### src/hw/rtl/lwmr_pkg.sv
// Shared types and constants for the merged-weight reorder address generator.
// No dependencies.
package lwmr_pkg;

    localparam int CFG_W  = 11;  // widest configuration register
    localparam int IDX_W  = 2;   // configuration register index
    localparam int OFS_W  = 24;  // destination offset width
    localparam int WORD_W = 32;  // weight word port width

    localparam logic [IDX_W-1:0] CFG_DIR_COUNT    = 2'd0;
    localparam logic [IDX_W-1:0] CFG_INPUT_WIDTH  = 2'd1;
    localparam logic [IDX_W-1:0] CFG_HIDDEN_WIDTH = 2'd2;

    // One classified request waiting for the back end.
    typedef struct packed {
        logic [WORD_W-1:0] word;
        logic [OFS_W-1:0]  base_part;  // block base + gate offset
        logic [OFS_W-1:0]  pos_part;   // column stride sum + row
        logic              last;
    } t_item;

endpackage

### src/hw/rtl/lwmr_front.sv
// Front end: configuration registers, nested position counters and the
// incremental offset terms. Depends on lwmr_pkg.
module lwmr_front #(
    parameter int MAX_DIM   = 1024,
    parameter int WORD_BITS = 32
) (
    input  logic                        i_clk,
    input  logic                        i_rst_n,
    input  logic                        i_cfg_we,
    input  logic [lwmr_pkg::IDX_W-1:0]  i_cfg_index,
    input  logic [lwmr_pkg::CFG_W-1:0]  i_cfg_data,
    input  logic                        i_valid,
    input  logic [lwmr_pkg::WORD_W-1:0] i_word,
    input  logic                        i_space,
    output logic                        o_push,
    output lwmr_pkg::t_item             o_item
);
    import lwmr_pkg::*;

    localparam int DIM_W = $clog2(MAX_DIM + 1);
    localparam int CMP_W = (DIM_W > CFG_W) ? DIM_W : CFG_W;
    localparam logic [WORD_W-1:0] WORD_MASK = (WORD_BITS >= WORD_W) ? '1 :
        WORD_W'((64'd1 << WORD_BITS) - 64'd1);

    logic [1:0]       r_dir_count;
    logic [CFG_W-1:0] r_input_width;
    logic [CFG_W-1:0] r_hidden_width;

    logic             r_dir;
    logic             r_rec;
    logic [1:0]       r_gate;
    logic [DIM_W-1:0] r_row;
    logic [DIM_W-1:0] r_col;
    logic [OFS_W-1:0] r_block_base;
    logic [OFS_W-1:0] r_gate_off;
    logic [OFS_W-1:0] r_col_acc;

    logic [DIM_W-1:0] iw, hw, cols;
    logic [CMP_W-1:0] iw_ext, hw_ext;
    logic [OFS_W-1:0] h1, h2, h4, n_gate_off;
    logic             dir_last, col_end, row_end, gate_end, cfg_hit;

    always_comb begin
        iw_ext = CMP_W'(r_input_width);
        hw_ext = CMP_W'(r_hidden_width);
        if (iw_ext == '0) begin
            iw = DIM_W'(1);
        end else if (iw_ext > CMP_W'(MAX_DIM)) begin
            iw = DIM_W'(MAX_DIM);
        end else begin
            iw = DIM_W'(iw_ext);
        end
        if (hw_ext == '0) begin
            hw = DIM_W'(1);
        end else if (hw_ext > CMP_W'(MAX_DIM)) begin
            hw = DIM_W'(MAX_DIM);
        end else begin
            hw = DIM_W'(hw_ext);
        end
    end

    assign cols     = r_rec ? hw : iw;
    assign h1       = OFS_W'(hw);
    assign h2       = h1 << 1;
    assign h4       = h1 << 2;
    assign dir_last = (r_dir == r_dir_count[1]);  // 0 or 1 -> one dir, 2 or 3 -> two
    // cols and hw are never below one
    assign col_end  = (r_col == cols - DIM_W'(1));
    assign row_end  = (r_row == hw - DIM_W'(1));
    assign gate_end = (r_gate == 2'd3);
    assign cfg_hit  = i_cfg_we &&
                      (i_cfg_index inside {CFG_DIR_COUNT, CFG_INPUT_WIDTH, CFG_HIDDEN_WIDTH});

    // Destination gate order after swapping source gates 1 and 2: 0, 2H, H, 3H.
    always_comb begin
        case (r_gate)
            2'd0:    n_gate_off = h2;
            2'd1:    n_gate_off = h1;
            2'd2:    n_gate_off = r_gate_off + h2;
            default: n_gate_off = '0;
        endcase
    end

    assign o_push           = i_valid && i_space;
    assign o_item.word      = i_word & WORD_MASK;
    assign o_item.base_part = r_block_base + r_gate_off;
    assign o_item.pos_part  = r_col_acc + OFS_W'(r_row);
    assign o_item.last      = dir_last && r_rec && gate_end && row_end && col_end;

    always_ff @(posedge i_clk) begin
        if (!i_rst_n) begin
            r_dir_count    <= 2'd1;
            r_input_width  <= CFG_W'(1);
            r_hidden_width <= CFG_W'(1);
            r_dir          <= 1'b0;
            r_rec          <= 1'b0;
            r_gate         <= '0;
            r_row          <= '0;
            r_col          <= '0;
            r_block_base   <= '0;
            r_gate_off     <= '0;
            r_col_acc      <= '0;
        end else if (cfg_hit) begin
            case (i_cfg_index)
                CFG_DIR_COUNT:   r_dir_count    <= i_cfg_data[1:0];
                CFG_INPUT_WIDTH: r_input_width  <= i_cfg_data;
                default:         r_hidden_width <= i_cfg_data;
            endcase
            r_dir        <= 1'b0;
            r_rec        <= 1'b0;
            r_gate       <= '0;
            r_row        <= '0;
            r_col        <= '0;
            r_block_base <= '0;
            r_gate_off   <= '0;
            r_col_acc    <= '0;
        end else if (o_push) begin
            if (!col_end) begin
                r_col     <= r_col + DIM_W'(1);
                r_col_acc <= r_col_acc + h4;
            end else begin
                r_col     <= '0;
                r_col_acc <= '0;
                if (!row_end) begin
                    r_row <= r_row + DIM_W'(1);
                end else begin
                    r_row <= '0;
                    if (!gate_end) begin
                        r_gate     <= r_gate + 2'd1;
                        r_gate_off <= n_gate_off;
                    end else begin
                        r_gate     <= '0;
                        r_gate_off <= '0;
                        // col_acc + 4H here is the size of the block just finished
                        if (!r_rec) begin
                            r_rec        <= 1'b1;
                            r_block_base <= r_block_base + r_col_acc + h4;
                        end else begin
                            r_rec <= 1'b0;
                            if (dir_last) begin
                                r_dir        <= 1'b0;
                                r_block_base <= '0;
                            end else begin
                                r_dir        <= 1'b1;
                                r_block_base <= r_block_base + r_col_acc + h4;
                            end
                        end
                    end
                end
            end
        end
    end

endmodule

### src/hw/rtl/lwmr_fifo.sv
// Two-entry queue between the front and back ends.
// Depends on lwmr_pkg.
module lwmr_fifo (
    input  logic            i_clk,
    input  logic            i_rst_n,
    input  logic            i_push,
    input  lwmr_pkg::t_item i_item,
    output logic            o_space,
    output logic            o_valid,
    input  logic            i_pop,
    output lwmr_pkg::t_item o_item
);
    import lwmr_pkg::*;

    localparam int DEPTH = 2;

    t_item      r_mem [DEPTH];
    logic       r_wr_ptr;
    logic       r_rd_ptr;
    logic [1:0] r_count;

    assign o_space = (r_count != 2'(DEPTH));
    assign o_valid = (r_count != 2'd0);
    assign o_item  = r_mem[r_rd_ptr];

    always_ff @(posedge i_clk) begin
        if (i_push) begin
            r_mem[r_wr_ptr] <= i_item;
        end
    end

    always_ff @(posedge i_clk) begin
        if (!i_rst_n) begin
            r_wr_ptr <= 1'b0;
            r_rd_ptr <= 1'b0;
            r_count  <= '0;
        end else begin
            if (i_push) begin
                r_wr_ptr <= ~r_wr_ptr;
            end
            if (i_pop) begin
                r_rd_ptr <= ~r_rd_ptr;
            end
            r_count <= r_count + 2'(i_push) - 2'(i_pop);
        end
    end

endmodule

### src/hw/rtl/lwmr_back.sv
// Back end: final offset add and the output register stage.
// Depends on lwmr_pkg.
module lwmr_back (
    input  logic                        i_clk,
    input  logic                        i_rst_n,
    input  logic                        i_q_valid,
    input  lwmr_pkg::t_item             i_q_item,
    output logic                        o_pop,
    output logic                        o_valid,
    input  logic                        i_ready,
    output logic [lwmr_pkg::OFS_W-1:0]  o_dest_offset,
    output logic [lwmr_pkg::WORD_W-1:0] o_dest_word,
    output logic                        o_final_word
);
    import lwmr_pkg::*;

    logic              r_valid;
    logic [OFS_W-1:0]  r_dest_ofs;
    logic [WORD_W-1:0] r_word;
    logic              r_last;

    assign o_pop         = i_q_valid && (!r_valid || i_ready);
    assign o_valid       = r_valid;
    assign o_dest_offset = r_dest_ofs;
    assign o_dest_word   = r_word;
    assign o_final_word  = r_last;

    always_ff @(posedge i_clk) begin
        if (!i_rst_n) begin
            r_valid <= 1'b0;
        end else if (o_pop) begin
            r_valid <= 1'b1;
        end else if (i_ready) begin
            r_valid <= 1'b0;
        end
    end

    always_ff @(posedge i_clk) begin
        if (o_pop) begin
            r_dest_ofs <= i_q_item.base_part + i_q_item.pos_part;
            r_word     <= i_q_item.word;
            r_last     <= i_q_item.last;
        end
    end

endmodule

### src/hw/rtl/lstm_weight_merge_reorder.sv
// Top level of the merged recurrent-weight reorder address generator.
// Depends on lwmr_pkg, lwmr_front, lwmr_fifo and lwmr_back.
//
// Usage:
//  - Input channel (i_in_valid / o_in_ready): one 32-bit weight word per
//    request, in source order: per direction the input block, then the
//    recurrence block, each gate-major, then row, then column.
//  - Output channel (o_out_valid / i_out_ready): destination offset in the
//    merged buffer, the word itself (masked to WORD_BITS), and a flag on the
//    last word of the whole transfer. Gates 1 and 2 are swapped (ifog order).
//  - Config port: i_cfg_we / i_cfg_index / i_cfg_data writes direction_count,
//    input_width or hidden_width. Any valid write restarts the transfer.
//    Write only while the block is empty.
//  - Throughput: one request per cycle while the queue has space, set by
//    the counter/stride-adder loop in the front end. Path: an accepted
//    request is written into the queue and moves on into the output
//    register when it is free or drained (front -> queue -> output register).
//  - Stall: the two-entry queue plus the output register absorb backpressure;
//    o_in_ready drops only when the queue is full. No clearing pass.
//  - Reset (synchronous, active low): registers go to 1, counters to the
//    start of a transfer, queue and output empty.
module lstm_weight_merge_reorder #(
    parameter int MAX_DIM   = 1024,
    parameter int WORD_BITS = 32
) (
    input  logic                        i_clk,
    input  logic                        i_rst_n,
    // configuration
    input  logic                        i_cfg_we,
    input  logic [lwmr_pkg::IDX_W-1:0]  i_cfg_index,
    input  logic [lwmr_pkg::CFG_W-1:0]  i_cfg_data,
    // input requests
    input  logic                        i_in_valid,
    output logic                        o_in_ready,
    input  logic [lwmr_pkg::WORD_W-1:0] i_weight_word,
    // output requests
    output logic                        o_out_valid,
    input  logic                        i_out_ready,
    output logic [lwmr_pkg::OFS_W-1:0]  o_dest_offset,
    output logic [lwmr_pkg::WORD_W-1:0] o_dest_word,
    output logic                        o_final_word
);
    import lwmr_pkg::*;

    logic  q_space;
    logic  q_valid;
    logic  push;
    logic  pop;
    t_item front_item;
    t_item q_item;

    assign o_in_ready = q_space;

    // Front: counters track direction/block/gate/row/column and keep the
    // offset as running sums, so no multiplier is needed.
    lwmr_front #(
        .MAX_DIM   (MAX_DIM),
        .WORD_BITS (WORD_BITS)
    ) u_front (
        .i_clk       (i_clk),
        .i_rst_n     (i_rst_n),
        .i_cfg_we    (i_cfg_we),
        .i_cfg_index (i_cfg_index),
        .i_cfg_data  (i_cfg_data),
        .i_valid     (i_in_valid),
        .i_word      (i_weight_word),
        .i_space     (q_space),
        .o_push      (push),
        .o_item      (front_item)
    );

    // Decoupling queue.
    lwmr_fifo u_fifo (
        .i_clk   (i_clk),
        .i_rst_n (i_rst_n),
        .i_push  (push),
        .i_item  (front_item),
        .o_space (q_space),
        .o_valid (q_valid),
        .i_pop   (pop),
        .o_item  (q_item)
    );

    // Back: final add of the two offset halves into the output register.
    lwmr_back u_back (
        .i_clk         (i_clk),
        .i_rst_n       (i_rst_n),
        .i_q_valid     (q_valid),
        .i_q_item      (q_item),
        .o_pop         (pop),
        .o_valid       (o_out_valid),
        .i_ready       (i_out_ready),
        .o_dest_offset (o_dest_offset),
        .o_dest_word   (o_dest_word),
        .o_final_word  (o_final_word)
    );

    // Queue never takes a request while full.
    a_no_overflow: assert property (@(posedge i_clk) disable iff (!i_rst_n)
        push |-> q_space)
        else $error("request pushed into full queue");

    // Output stage comes up empty after reset.
    a_reset_empty: assert property (@(posedge i_clk)
        !i_rst_n |=> !o_out_valid)
        else $error("output valid right after reset");

    // A queued request moves into an empty output stage on the next cycle.
    a_back_moves: assert property (@(posedge i_clk) disable iff (!i_rst_n)
        (q_valid && !o_out_valid) |=> o_out_valid)
        else $error("back end failed to load a queued request");

endmodule
### config.mk
export PLATFORM = sky130hd
export DESIGN_NAME = lstm_weight_merge_reorder
export DESIGN_NICKNAME = d
export VERILOG_FILES = /design/src/hw/rtl/lwmr_pkg.sv /design/src/hw/rtl/lwmr_front.sv /design/src/hw/rtl/lwmr_fifo.sv /design/src/hw/rtl/lwmr_back.sv /design/src/hw/rtl/lstm_weight_merge_reorder.sv
export SDC_FILE = /design/constraint.sdc
export NUM_CORES = 1
export LEC_CHECK = 0
export BUFFER_PORTS_ARGS = -buffer_cell sky130_fd_sc_hd__clkbuf_2
export CORE_ASPECT_RATIO = 2
export CORE_MARGIN = 2
export CORE_UTILIZATION = 50
export DETAILED_ROUTE_END_ITERATION = 7
export PLACE_DENSITY = 0.73
export SLEW_MARGIN = 20
export SYNTH_ARGS = -nofsm -noshare
export SYNTH_HDL_FRONTEND = slang
export SYNTH_SLANG_ARGS = --single-unit
### constraint.sdc
create_clock -name i_clk -period 10.7 [get_ports i_clk]
set_input_delay 0.535 -clock i_clk [delete_from_list [all_inputs] [get_ports i_clk]]
set_output_delay 0.535 -clock i_clk [all_outputs]
set_load 0.05 [all_outputs]
# Yosys cells after proc, flatten, opt, wreduce, memory -nomap -nowiden
# Memories as Yosys holds them, arrays and structs flattened. A register that Yosys moved wholly into a read port is not among the register bits.
# Index checks and enable logic that the tools add are counted.
# W data, S select, Z words.
# op_classes
div	0
bitwise	4
shift	0
mux	21
add_sub_neg	14
n_lt_le_gt_ge	2
reduce_logical	25
mul	0
eq_ne	9
# op_table
op	count
$mux W24	4
$mux W11	7
$add A24 B24 Y24	3
$pmux W24 S3	1
$add A24 B13 Y24	2
$add A24 B11 Y24	1
$add A24 B12 Y24	1
$add A11 B1 Y11 const B	2
$eq A11 B11 Y1	2
$gt A11 B11 Y1 const B	2
$logic_not A11 Y1	2
$sub A11 B1 Y11 const B	2
$mux W1	8
$reduce_and A2 Y1	4
$logic_and A1 B1 Y1	7
$eq A2 B2 Y1 const B	3
$reduce_and A5 Y1	1
$eq A2 B1 Y1 const B	2
$logic_not A2 Y1	2
$not A1 Y1	4
$reduce_and A4 Y1	1
$reduce_bool A2 Y1	2
$reduce_or A2 Y1	2
$reduce_and A3 Y1	1
9 further kinds	9
# totals
in_bits	50
output_inout_bits	59
memories	1
romBits	0
reg_bits	184
latchBits	0
word_cells	94
ram_bits	162
# memory_table
memory	words	width	read_ports	rd_clocked_by_memory_dff	write_ports	line_no	text
u_fifo.r_mem	2	81	1	1	1	lwmr_fifo.sv:17	t_item r_mem [DEPTH];

# Depth between registers and ports, before layout
# Gate-level depths: netlist of the first run.
# logic_depth
word_depth	7
depth_mapped	18
depth_no_buf	15

# Hierarchy
# From an unflattened synthesis of the first run, not the netlist that was laid out.
# unflattened
hier_cells	1739
area_unflattened_um2	19616.3
# modules_own_cells
module	seq_area_each_um2	n_inst	area_per_inst_um2	cells_each
lwmr_front	2382.3	1	10141.0	1233
lwmr_fifo	4964.8	1	6473.7	273
lwmr_back	1731.7	1	3001.6	233

# Worst setup path before layout of the first run
# OpenSTA, ideal clock, no wires.
# synth_path
path_type	flip-flop to flip-flop
startpoint	register u_fifo.r_count[0]
endpoint	memory u_fifo.r_mem[0][0] (netlist name), enable pin
period_less_slack_ns	5.702
n_path_buf	3
setup_ns	0.523
required_ns	10.177
path_slack_ns	4.998
t_arrival_ns	5.179
stages_incl_launch_ff	8
path_cell_list	dfxtp_1 nand2b_1 and2_1 clkbuf_1 inv_1 clkbuf_1 clkbuf_1 nor2_1
# synth_between
elab_chain_len	4
# synth_rtl
element	line_no	text
start: declaration	lwmr_fifo.sv:20	logic [1:0] r_count;
start signal: assignment	lwmr_fifo.sv:44	r_count <= r_count + 2'(i_push) - 2'(i_pop);
$ne A2 B2 Y1	lwmr_fifo.sv:22	assign o_space = (r_count != 2'(DEPTH));
named net o_in_ready	lstm_weight_merge_reorder.sv:34	output logic o_in_ready,
$logic_and A1 B1 Y1	lwmr_front.sv:84	assign o_push = i_valid && i_space;
$mux W1	lwmr_fifo.sv:27	if (i_push) begin
$mux W1 (implied by the code)	lwmr_fifo.sv:28	r_mem[r_wr_ptr] <= i_item;
end: declaration	lwmr_fifo.sv:17	
# The timed path passes the listed nets, and every way through them passes these cells.

# Worst setup path in the final report of the first run
# layout_path
startpoint	register u_front.r_hidden_width[2], in the netlist u_front.hw_ext[2]
endpoint	register u_front.r_gate_off[15]
# layout_between
elab_chain_len	7
elab_cells_between_ends	13
cone_classes	3 x add/sub; 1 x order compare; 2 x eq/ne; 5 x mux; 2 x reduce/logical
# layout_rtl
element	line_no	text
start: declaration	lwmr_front.sv:27	logic [CFG_W-1:0] r_hidden_width;
start signal: assignment	lwmr_front.sv:107	default: r_hidden_width <= i_cfg_data;
$gt A11 B11 Y1	lwmr_front.sv:55	end else if (hw_ext > CMP_W'(MAX_DIM)) begin
$mux W11	lwmr_front.sv:55	
$mux W11 (*)	lwmr_front.sv:53	if (hw_ext == '0) begin
$mux W11	lwmr_front.sv:62	assign cols = r_rec ? hw : iw;
$sub A11 B1 Y11	lwmr_front.sv:68	assign col_end = (r_col == cols - DIM_W'(1));
$eq A11 B11 Y1	lwmr_front.sv:68	
$reduce_and A3 Y1 (no source line)	n/a	
end signal: assignment	lwmr_front.sv:130	r_gate_off <= n_gate_off;
end: declaration	lwmr_front.sv:35	logic [OFS_W-1:0] r_gate_off;
# Every way passes the cells marked *; elsewhere a longest branch is shown, timed or not.
# A chain may end at the register's enable or synchronous reset.

==> impl_metrics.yaml, run 1 <==
cts:
  cts_tree: "built"
  clkTransAtPathRegs_ns: 0.07
  root_buffer: "clkbuf_16"
  cts_resized: 0
  cts-buffers-inserted: 29
  cts.path.max_buffers: 3
  clk_latency_ns: 0.58
  clock-sinks: 344
  cts_hold_buf: 0
  cts_setup_buffers: 0
  htree_levels: 1
timing:
  min_period_ns: 4.816
  report.final.slew_viol_count: 0
  fin_setup_tns_ns: 0
  fin_crit_sh: 0.4501
  fin_worst_skew_ns: 0.03019
  tightest_slew_ns: 1.054
  slew_headroom: 0.2972
  rsz0062_at_grt: "false"
  hold_viol_final: 0
  fmax_mhz: 207.6
  setup_viol_count_final: 0
detailed_routing:
  routedWlPerCell_um: 19.31
  vias_per_cell: 6.073
  dr_total_vias: 14120
  drt_iter0_drc: 902
  drc: 0
  drtPass1Iterations: 8
  finalWirelength_um: 44910
  ant_nets: 0
yosys:
  yosysSeqAreaShare: 0.4756
  synth_enable_flop_cells: 219
  syn_area_um2: 19090
  synth_cell_types: 76
  syn-num-nets: 1944
  async_reset_ff_frac: 0
  ys_seq_elements: 344
  syn_inst: 1760
  synth.yosys.warnings: 0
  postSynthAreaPerCell_um2: 10.85
  synth_flop_cell: "edfxtp_1"
layout:
  antennaDiodeCount: 0
  nets: 2023
  syn2layout_area_growth_pct: 10.01
  drive_above_1_share: 0.1498
  layout_commonest_cell: "edfxtp_1"
  most-common-layout-cells: "219 x edfxtp_1, 127 x a21oi_1, 124 x dfxtp_1"
worst_setup_path:
  worst_path_most_repeated_cell: "o21ai_0"
  worstPathMaxFanout: 10
  crit_buf_inv: 1
  crit_path_max_incr_delay_ns: 0.59
  cp_cell_sequence: "nor4_4 -> a31oi_1 -> nor2_1 -> ha_1 -> inv_1 -> fa_1 -> nor2b_1 -> o21ai_0 -> a21boi_0 -> o21ai_0 -> a211oi_1 -> o31ai_1 -> a21oi_1 -> a2111oi_0 -> a311o_1"
  cpLargestDelayFamily: "compound AO/OA/AOI/OAI gates"
  worstPathRequired_ns: 11.15
  critPathSlowestCell: "a21oi_1"
  startpoint_type: "flip-flop"
  crit_path_end_kind: "flip-flop"
  critPathKind: "flip-flop to flip-flop"
  critPathArrivalTime_ns: 5.27
worst_hold_path:
  hold_path_class: "input pin to flip-flop"
power_and_ir_drop:
  leakagePower_nw: 8.062
  internal_power_w: 0.002687
  switching_share: 0.3544
  clkPwrFrac: 0.246
  p_switching_w: 0.001475
  finalPower_w: 0.004162
  seqPwrFrac: 0.424
  powerDensity_nw_per_um2: 198.2
  p_comb_frac: 0.330
  ir_worst_vdd_mv: 0.1315
die:
  start_util: 0.5052
  std_cell_rows: 101
  die_area_um2: 39860
  die_h_um: 280.3
  ios: 109
  fp.dieW_um: 142.2
  core_um2: 37790
global_route:
  grt_pass1_vias: 14390
  grtUsageMet2: 0.4433
  use_met1: 0.2192
  grt_max_degree: 95
  grt_busiest_layer: "met2"
  grtUsageTotal: 0.2241
  gr-total-overflow: 0
  grt_pass1_wl_um: 71480
  met3_usage: 0.02321
  antenna_found_initial: 1
run:
  max-cap-violations: 0
place:
  dp_hpwl_um: 33460
  place.gp.congestion: 0.9321
  io_buffers: 108
outcome:
  status: "finished clean"
[registers in the layout, indices dropped and copies added (netlist names), 2 cells and up, named ones only]
signal	flops
u_front.r_col_acc	22
u_front.hw_ext	11
u_front.r_col	11
u_front.r_row	11
u_front.r_block_base	24
u_front.r_gate	2
u_front.iw_ext	11
u_fifo.r_count	2
u_back.o_dest_word	32
u_front.r_gate_off	24
u_back.o_dest_offset	24
u_fifo.r_mem	162
[final timing paths]
kind	slack (ns)	to	startpoint	depth (start not counted)
setup / recovery	5.88	u_front.r_gate_off[15]	u_front.hw_ext[2]	15
hold / removal	0.14	u_fifo.r_mem[0][69]	i_weight_word[20]	1
setup reg to reg	5.88	u_front.r_gate_off[15]	u_front.hw_ext[2]	15
hold reg to reg	0.48	u_front.iw_ext[7]	u_front.iw_ext[7]	2
[stage by stage]
step,setup WS [ns],instances,hold slack (ns),cell area [µm²],util
floorplan,4.998,1760,0.4411,19090,-
global placement,5.981,2270,0.4653,20070,0.5312
detailed placement,5.955,2270,0.4716,20070,0.5312
CTS,5.915,2324,0.1198,20980,0.5551
global route,5.522,2325,0.1203,21000,0.5558
finish,5.884,2325,0.1415,21000,0.5558
[cells by family after synthesis]
| logic type | after synthesis | synth area share |
|---|---|---|
| AND/OR/NAND/NOR | 485 | 0.1387 |
| AO/OA/AOI/OAI | 439 | 0.1496 |
| flip-flops | 344 | 0.4756 |
| adder cells (fa/ha/maj) | 134 | 0.09372 |
| XOR/XNOR | 132 | 0.06056 |
| buffers and inverters | 131 | 0.02726 |
| multiplexers | 94 | 0.05440 |
| other | 1 | 0.0001964 |
[power by group through the flow]
stage / Clock (W) / Sequential (W) / Combinational (W)
after detailed placement: 0 / 0.00184 / 0.00133
after global placement: 0 / 0.00183 / 0.00130
after floorplan: 0 / 0.00212 / 0.000741
final: 0.00102 / 0.00176 / 0.00137
after global routing: 0.00109 / 0.00178 / 0.00148
after CTS: 0.00105 / 0.00181 / 0.00134
[Yosys cell counts (9+ instances only)]
cell | number | area [µm²]
and3_1 | 24 | 150.1
or3_1 | 24 | 150.1
fa_1 | 15 | 300.3
o21ai_0 | 93 | 465.5
clkbuf_1 | 60 | 225.2
dfxtp_1 | 125 | 2502
nor2_1 | 80 | 300.3
nor2b_1 | 34 | 212.7
nor4_1 | 17 | 106.4
and4_1 | 13 | 113.9
a211oi_1 | 23 | 172.7
mux2_2 | 78 | 878.3
xor2_1 | 58 | 508.0
o21a_1 | 21 | 157.7
mux2i_1 | 16 | 160.2
o31ai_1 | 18 | 135.1
inv_1 | 53 | 198.9
or4_1 | 32 | 240.2
xnor2_1 | 74 | 648.1
a22oi_1 | 9 | 67.56
ha_1 | 119 | 1489
nor3_1 | 39 | 195.2
nand3_1 | 43 | 215.2
nand4_1 | 25 | 156.4
a21oi_1 | 127 | 635.6
a21boi_0 | 14 | 105.1
a21o_1 | 28 | 210.2
edfxtp_1 | 219 | 6576
nand2_1 | 101 | 379.1
and2_1 | 17 | 106.4
nand2b_1 | 9 | 56.30
a31oi_1 | 10 | 62.56
o21bai_1 | 13 | 97.59
[area by class of cell]
type / count / area [µm²]
well taps: 463 / 579.3
fillers: 3224 / 16780
clock buffers: 41 / 780.7
inverters: 53 / 198.9
repair buffers: 126 / 695.7
clock inverters: 13 / 121.4
multi-input cells: 1285 / 9544
flip-flops and latches: 344 / 9082
[per-layer routing]
layer / up-vias / part of all wire
met4: 0 / 0.060
li1: 6802 / -
met5: - / 0
met2: 395 / 0.55
met3: 152 / 0.037
met1: 6771 / 0.35
Power figures use the tool's default switching activity.
==> run 2, diff against run 1 <==
==> constraint.sdc (replaced) <==
create_clock -name i_clk -period 4.6 [get_ports i_clk]
set_input_delay 0.23 -clock i_clk [delete_from_list [all_inputs] [get_ports i_clk]]
set_output_delay 0.23 -clock i_clk [all_outputs]
set_load 0.05 [all_outputs]
==> run 2 against run 1 <==
Via count is 2.5% higher. Final area is 4.3% higher. First-iteration DRC count decreased by 3.8%. Core utilization rose by 2.4 points. Sequential power increased by 130%. Routed wire length up 4.2%. Largest cell class unchanged.
==> impl_metrics.yaml, run 2 (synthesis results as in run 1) <==
worst_setup_path:
  cp_cell_sequence: "nor4_4 -> a31oi_1 -> nor2_1 -> inv_1 -> ha_1 -> o21ai_0 -> xor2_1 -> nor4_2 -> and4b_4 -> nand4_2 -> or4_1 -> a21oi_1"
  critPathArrivalTime_ns: 4.84
  critPathKind: "flip-flop to flip-flop"
  crit_path_max_incr_delay_ns: 0.72
  cpLargestDelayFamily: "simple AND/OR/NAND/NOR gates"
  crit_buf_inv: 1
  startpoint_type: "flip-flop"
  worstPathMaxFanout: 15
  worstPathRequired_ns: 5.10
  crit_path_end_kind: "flip-flop"
  critPathSlowestCell: "or4_1"
layout:
  largest_register_ffs: 162
  drive_above_1_share: 0.1644
  registers.top_by_ff_count: "u_fifo.r_mem"
  layout_commonest_cell: "edfxtp_1"
  syn2layout_area_growth_pct: 14.69
  nets: 2094
  most-common-layout-cells: "219 x edfxtp_1, 127 x a21oi_1, 124 x dfxtp_1"
  num-fill-cells: 3072
global_route:
  antenna_found_initial: 0
  grt_max_degree: 82
  grtUsageTotal: 0.2315
  gr-total-overflow: 0
  grt_pass1_vias: 14700
  grt_pass1_wl_um: 73370
cts:
  clkTransAtPathRegs_ns: 0.07
  cts-buffers-inserted: 30
  cts.path.max_buffers: 3
  root_buffer: "clkbuf_16"
  htree_levels: 1
  clk_latency_ns: 0.58
  clock-sinks: 344
  cts_setup_buffers: 0
  cts_tree: "built"
detailed_routing:
  drtPass1Iterations: 5
  wl_met3_um: 1881
  routedWlPerCell_um: 19.52
  drc: 0
  vias_per_cell: 6.036
  drt_iter0_drc: 868
  dr_total_vias: 14480
  finalWirelength_um: 46810
  wl_met1_um: 16010
  top_layer: "met4"
  ant_nets: 0
  dr_wl_met2_um: 25940
power_and_ir_drop:
  leakagePower_nw: 8.502
  ir_worst_vdd_mv: 0.2722
  powerDensity_nw_per_um2: 466.7
timing:
  fmax_mhz: 230.6
  fin_worst_skew_ns: 0.02279
  report.final.slew_viol_count: 0
  min_period_ns: 4.337
  tightest_slew_ns: 1.026
  setup_viol_count_final: 0
  rsz0062_at_grt: "false"
  hold_viol_final: 0
  slew_headroom: 0.3162
  hold_ws_ns: 0.08819
  fin_crit_sh: 0.9428
  fin_setup_tns_ns: 0
die:
  std_cell_rows: 101
  start_util: 0.5052
  ios: 109
  fp.dieW_um: 142.2
  core_um2: 37790
  die_area_um2: 39860
  die_h_um: 280.3
place:
  io_buffers: 108
  place.gp.congestion: 1.023
  dp_hpwl_um: 34970
worst_hold_path:
  hold_path_class: "input pin to flip-flop"
run:
  max-cap-violations: 0
outcome:
  status: "finished clean"
## run 2: cell count changes in the layout (fill, tap and decap cells not counted), moves of 3 or more
| cell | change |
|---|---|
| clkbuf_16 | +5 |
| bufinv_16 | +4 |
| buf_12 | +3 |
| clkinv_4 | -4 |
| dlygate4sd3_1 | +43 |
| clkbuf_1 | -9 |
| inv_6 | +4 |
| buf_4 | +25 |
## run 2: where the power goes
group | total, W | switching, W | internal (W) | leakage (nW)
registers | 0.00408 | 0.000159 | 0.00392 | 3.06
logic | 0.00329 | 0.00217 | 0.00112 | 4.89
clock network | 0.00284 | 0.00118 | 0.00167 | 0.550
total | 0.0102 | 0.00351 | 0.00671 | 8.50
## run 2: what timing repair did
item                                   4_1_cts  5_1_grt
gates resized for setup                      0        1
hold buffers                                43        0
endpoints found under the hold margin       87        0
setup endpoints to repair                    0        1
## run 2: worst register-to-register path, cell delays in order (launching register included)
cell     delay, ns
dfxtp_1       0.39
nor4_4        0.49
a31oi_1       0.20
nor2_1        0.21
inv_1         0.07
ha_1          0.33
o21ai_0       0.39
xor2_1        0.17
nor4_2        0.30
and4b_4       0.38
nand4_2       0.45
or4_1         0.73
a21oi_1       0.17
## run 2: area by class of cell
class,count,area [µm²],area share
multi-input cells,1285,9550,0.4362
flip-flops and latches,344,9082,0.4148
repair buffers,196,1346,0.06149
clock buffers,38,885.9,0.04046
well taps,463,579.3,0.02646
clock inverters,18,250.2,0.01143
inverters,53,198.9,0.009086
diodes,1,2.502,0.0001143
## run 2: worst paths after layout
| check | start | to | slack [ns] | cells after the start |
|---|---|---|---|---|
| hold / removal | i_cfg_index[0] | u_front.r_dir_count[1] | 0.09 | 4 |
| hold reg to reg | u_front.r_block_base[0] | u_front.r_block_base[0] | 0.48 | 1 |
| setup reg to reg | u_front.hw_ext[2] | u_front.r_gate_off[3] | 0.26 | 12 |
| setup / recovery | u_front.hw_ext[2] | u_front.r_gate_off[3] | 0.26 | 12 |
## run 2: metal layers
metal  vias up  GRT usage
met4         0     0.1408
li1       6941          -
met2       450     0.4615
met5         -          0
met1      6921     0.2185
met3       163    0.02577
## run 2: stage by stage
| step | cell area [µm²] | std cells | worst slack (ns) | util | power [W] |
|---|---|---|---|---|---|
| after floorplan | 19090 | 1760 | 0.2092 | - | 0.006650 |
| after global placement | 20320 | 2298 | 0.4340 | 0.5378 | 0.007338 |
| after detailed placement | 20320 | 2298 | 0.3382 | 0.5378 | 0.007432 |
| after CTS | 21890 | 2397 | 0.3173 | 0.5793 | 0.01030 |
| after global routing | 21890 | 2397 | 0.09711 | 0.5794 | 0.01067 |
| final | 21900 | 2398 | 0.2631 | 0.5795 | 0.01022 |
